[config.mk]
export PLATFORM = sky130hd
export DESIGN_NAME = wspe_mul
export DESIGN_NICKNAME = d
export VERILOG_FILES = /design/src/rtl/core/wspe_pkg.sv /design/src/rtl/core/wspe_mul.sv
export SDC_FILE = /design/constraint.sdc
export NUM_CORES = 2
export LEC_CHECK = 0
export BUFFER_PORTS_ARGS = -buffer_cell sky130_fd_sc_hd__buf_2
export CORE_UTILIZATION = 45
export CTS_BUF_LIST = sky130_fd_sc_hd__clkbuf_4 sky130_fd_sc_hd__clkbuf_8
export CTS_CLUSTER_SIZE = 25
export DETAILED_ROUTE_END_ITERATION = 8
export PLACE_DENSITY_LB_ADDON = 0.1
export SLEW_MARGIN = 20
export SYNTH_ARGS = -nofsm -noshare
export SYNTH_HDL_FRONTEND = slang
export SYNTH_SLANG_ARGS = --single-unit
[constraint.sdc]
create_clock -name clk -period 14.35 [get_ports clk]
set_input_delay 2.87 -clock clk [delete_from_list [all_inputs] [get_ports clk]]
set_output_delay 2.87 -clock clk [all_outputs]
set_load 0.005 [all_outputs]
[src/rtl/core/wspe_pkg.sv]
`timescale 1ns / 1ps
package wspe_pkg;

    localparam int REG_COUNT = 8;
    localparam int REG_IDX_W = 3;
    localparam int CFG_W     = 31;

    localparam logic [REG_IDX_W-1:0] REG_PROP  = 3'd0;
    localparam logic [REG_IDX_W-1:0] REG_INTEG = 3'd1;
    localparam logic [REG_IDX_W-1:0] REG_DERIV = 3'd2;
    localparam logic [REG_IDX_W-1:0] REG_OBS1  = 3'd3;
    localparam logic [REG_IDX_W-1:0] REG_OBS2  = 3'd4;
    localparam logic [REG_IDX_W-1:0] REG_PLANT = 3'd5;
    localparam logic [REG_IDX_W-1:0] REG_FRIC  = 3'd6;
    localparam logic [REG_IDX_W-1:0] REG_INERT = 3'd7;

    localparam logic signed [31:0] ZERO_BAND = 32'sd655;
    localparam logic signed [31:0] INTEG_MAX = 32'sd327680;
    localparam logic signed [31:0] DRIVE_MAX = 32'sd786432;
    localparam logic [30:0] FILT_NEW = 31'd45875;
    localparam logic [30:0] FILT_OLD = 31'd19661;

    // sequencer steps, one shared multiply each where a product is needed
    typedef enum logic [3:0] {
        ST_IDLE,
        ST_PREP,
        ST_FRIC,
        ST_INERT,
        ST_FILT_N,
        ST_FILT_O,
        ST_PID_P,
        ST_PID_I,
        ST_PID_D,
        ST_DRIVE,
        ST_OBS_B,
        ST_OBS_E,
        ST_OBS_D,
        ST_OBS_U,
        ST_OUT
    } seq_state_t;

    // request to the shared multiplier
    typedef struct packed {
        logic [30:0]        coef;
        logic signed [31:0] value;
    } mul_req_t;

    function automatic logic signed [31:0] sat32(input logic signed [63:0] x);
        if (x > 64'sd2147483647)
            return 32'sh7fffffff;
        else if (x < -64'sd2147483648)
            return 32'sh80000000;
        else
            return x[31:0];
    endfunction

    function automatic logic signed [63:0] clampsym(input logic signed [63:0] x,
                                                    input logic signed [31:0] lim);
        logic signed [63:0] l;
        l = 64'(lim);
        if (x > l)
            return l;
        else if (x < -l)
            return -l;
        else
            return x;
    endfunction

endpackage

[src/rtl/core/wspe_mul.sv]
`timescale 1ns / 1ps
// Shared multiplier: unsigned 31-bit coefficient by signed 32-bit value,
// registered, full exact product; the caller applies the Q16.16 floor shift.
module wspe_mul (
    input  logic                     clk,
    input  wspe_pkg::mul_req_t       req,
    output logic signed [63:0]       prod
);
    import wspe_pkg::*;

    logic signed [63:0] full;

    assign full = $signed({1'b0, req.coef}) * req.value;

    // register the product
    always_ff @(posedge clk)
    begin
        prod <= full;
    end
endmodule

==> out/qor.txt <==
outcome: complete, no violations
Rel. slew slack: 38.3%
Residual DRC: 0
Seq/Total Area, Yosys: 3.72%
average size of a mapped cell: 9.21 sq um
post-CTS setup buffer count: 0
io pins: 128
total number of H-tree levels: 3
RSZ-0062 raised after global routing: no
mapped cell area: 34400 sq um
Synth Flop Type: dfxtp_1
TritonCTS Buffers: 9
max reg flops: 64
Final Util: 47.3%
number of global-route vias before repair: 26600
# setup viols final: 0
FF+latch count, synth: 64
CTS Sinks: 64
Top reg by flops: prod
Die H: 279 microns
Pins Over Slew Limit: 0
die area: 77600 sq um
Syn-to-layout area delta: 4.18%
GP Congestion: 0.882
period utilization: 71.8%
clock buffer depth: 2
Post-synth EDFFs: 0
CTS clk-pin slew, worst paths: 0.09 ns
Hold Crit Start: req[0]
crit path capture type: register
root buffer cell: clkbuf_8
IO buf count: 127
post-DR vias/cell: 5.15
WL/cell: 20.5 microns
starting density of the core: 45.4%
layout cells sized above 1: 4.81%
DRT iter0 DRCs: 1139
Final nets: 4906
setup TNS: 0 ns
Critical Path RT: 14.64 ns
Tmin final: 10.30 ns
Hold WC Path Type: input pin to register
Max Cap Viol: 0
Async SR Flop Fraction: 0%
Worst Tran Pin Value: 0.925 ns
CTS tree: done
Final Hold Fails: 0
Core Region: 75800 sq um
critical path startpoint category: input pin
Die X: 279 microns
vias: 24000
Total Routing Usage GR: 25.8%
biggest registers after layout: prod: 64 flops
drt first pass iters: 5
Max Clk Rate: 97.1 MHz
Mapped Cells: 3735
largest net degree at the start of global routing: 33
Synth cell types: 60
Syn Nets: 4963
std cell rows: 101
critical path class: input pin to register
hold worst-path end: prod[0]
critical path fanouts, max: 32
first-pass GRT wire length: 152 mm
initial antenna violation count: 4
post-detail-place hpwl: 75.3 mm
Hold Crit Depth: 2
total gr overflow: 0
Post-DRT Antenna Nets: 0
PostCTS Resize Cnt: 0
final WL: 95.5 mm
Worst EP arrival: 10.59 ns
yosys warns: 0
Post-CTS Hold Fix Bufs: 0
-- area by class of cell --
type,instances,area (sq um)
timing repair buffer,145,771
multi-input combinational,2577,29000
sequential,64,1280
tap,978,1220
antenna,2,5.00
fill,7454,40000
clock inverter,6,115
inverter,881,3310
clock buffer,10,138
-- worst max path at each step --
stage,startpoint,endpoint,slack (ns),depth (start not counted)
after floorplan,req[53],prod[62],4.95,25
after global placement,req[47],prod[58],3.77,23
after detailed placement,req[45],prod[58],3.68,24
after CTS,req[45],prod[58],4.05,24
after global routing,req[52],prod[58],3.68,24
final,req[52],prod[58],4.05,24
-- cell usage after synthesis, types with 15 or more instances --
| cell | n | area [sq um] |
|---|---|---|
| a21o_1 | 27 | 203 |
| nand2_1 | 402 | 1510 |
| nor2b_1 | 22 | 138 |
| xnor2_1 | 39 | 342 |
| xor2_1 | 19 | 166 |
| dfxtp_1 | 64 | 1280 |
| clkbuf_1 | 204 | 766 |
| inv_1 | 881 | 3310 |
| o21ai_0 | 40 | 200 |
| ha_1 | 297 | 3720 |
| nand4_1 | 15 | 93.8 |
| fa_1 | 867 | 17400 |
| nor2_1 | 29 | 109 |
| and2_1 | 613 | 3830 |
| a21oi_1 | 76 | 380 |
-- worst max-delay path, cell delays in order --
cell and delay [ns]:
buf_2 0.59, nand2_1 0.16, fa_1 0.54, inv_1 0.05, fa_1 0.46, fa_1 0.51, inv_1 0.07, fa_1 0.53
inv_1 0.05, fa_1 0.49, inv_1 0.05, fa_1 0.54, fa_1 0.47, fa_1 0.58, inv_1 0.06, ha_1 0.43
nand4_1 0.19, nor3_1 0.23, o21ai_0 0.17, a31oi_1 0.42, o21ai_2 0.22, o31ai_4 0.37, a31oi_1 0.20, a311oi_1 0.28
-- per-layer routing --
| metal | routed length [microns] | GRT usage, % |
|---|---|---|
| met5 | 13 | 0 |
| met1 | 38300 | 32.1 |
| met4 | 4260 | 9.78 |
| met3 | 3150 | 2.51 |
| met2 | 49800 | 46.3 |
-- logic make-up after synthesis --
| kind of cell | Yosys count | share of synthesized area [%] |
|---|---|---|
| xor+xnor | 58 | 1.48 |
| buf+inv | 1094 | 12.0 |
| flops | 64 | 3.72 |
| mux | 1 | 0.0291 |
| fa+ha+maj | 1164 | 61.2 |
| compound gates | 216 | 4.07 |
| simple gates | 1138 | 17.5 |
-- stage by stage --
stage	setup slack, ns	cells	hold WS [ns]	instance area, sq um
after floorplan	4.95	3735	3.00	34400
after CTS	4.05	4661	3.11	35900
final	4.05	4663	3.11	35900
after global routing	3.68	4661	3.13	35900
after detailed placement	3.68	4645	3.24	35600
after global placement	3.77	4645	3.25	35600
-- placed cells by master (no fill, tap or decap), types with 3 or more instances in the layout --
cell / synthesis / routed
ha_1: 297 / 297
o21a_1: 4 / 4
or3_1: 3 / 3
bufinv_16: 0 / 3
inv_1: 881 / 881
and2_1: 613 / 613
nor3_1: 12 / 12
fa_1: 867 / 867
xor2_1: 19 / 19
nand2_1: 402 / 402
nand2b_1: 12 / 12
nand3_1: 12 / 12
a31oi_1: 9 / 9
a211o_1: 5 / 5
xnor2_1: 39 / 39
clkbuf_8: 0 / 10
o221ai_1: 3 / 3
a21oi_1: 76 / 76
buf_2: 4 / 127
a21o_1: 27 / 27
o21ai_2: 3 / 3
nor2_1: 29 / 29
o211ai_1: 4 / 4
dfxtp_1: 64 / 64
buf_4: 1 / 18
nand4_1: 15 / 15
o21bai_1: 14 / 14
nor4_1: 3 / 3
a211oi_1: 6 / 6
o21ai_0: 40 / 40
and3_1: 6 / 6
nor2b_1: 22 / 22
Power is left out: the tool's default activity adds up to more than one toggle a clock period on the data nets, which glitch-free logic cannot reach.
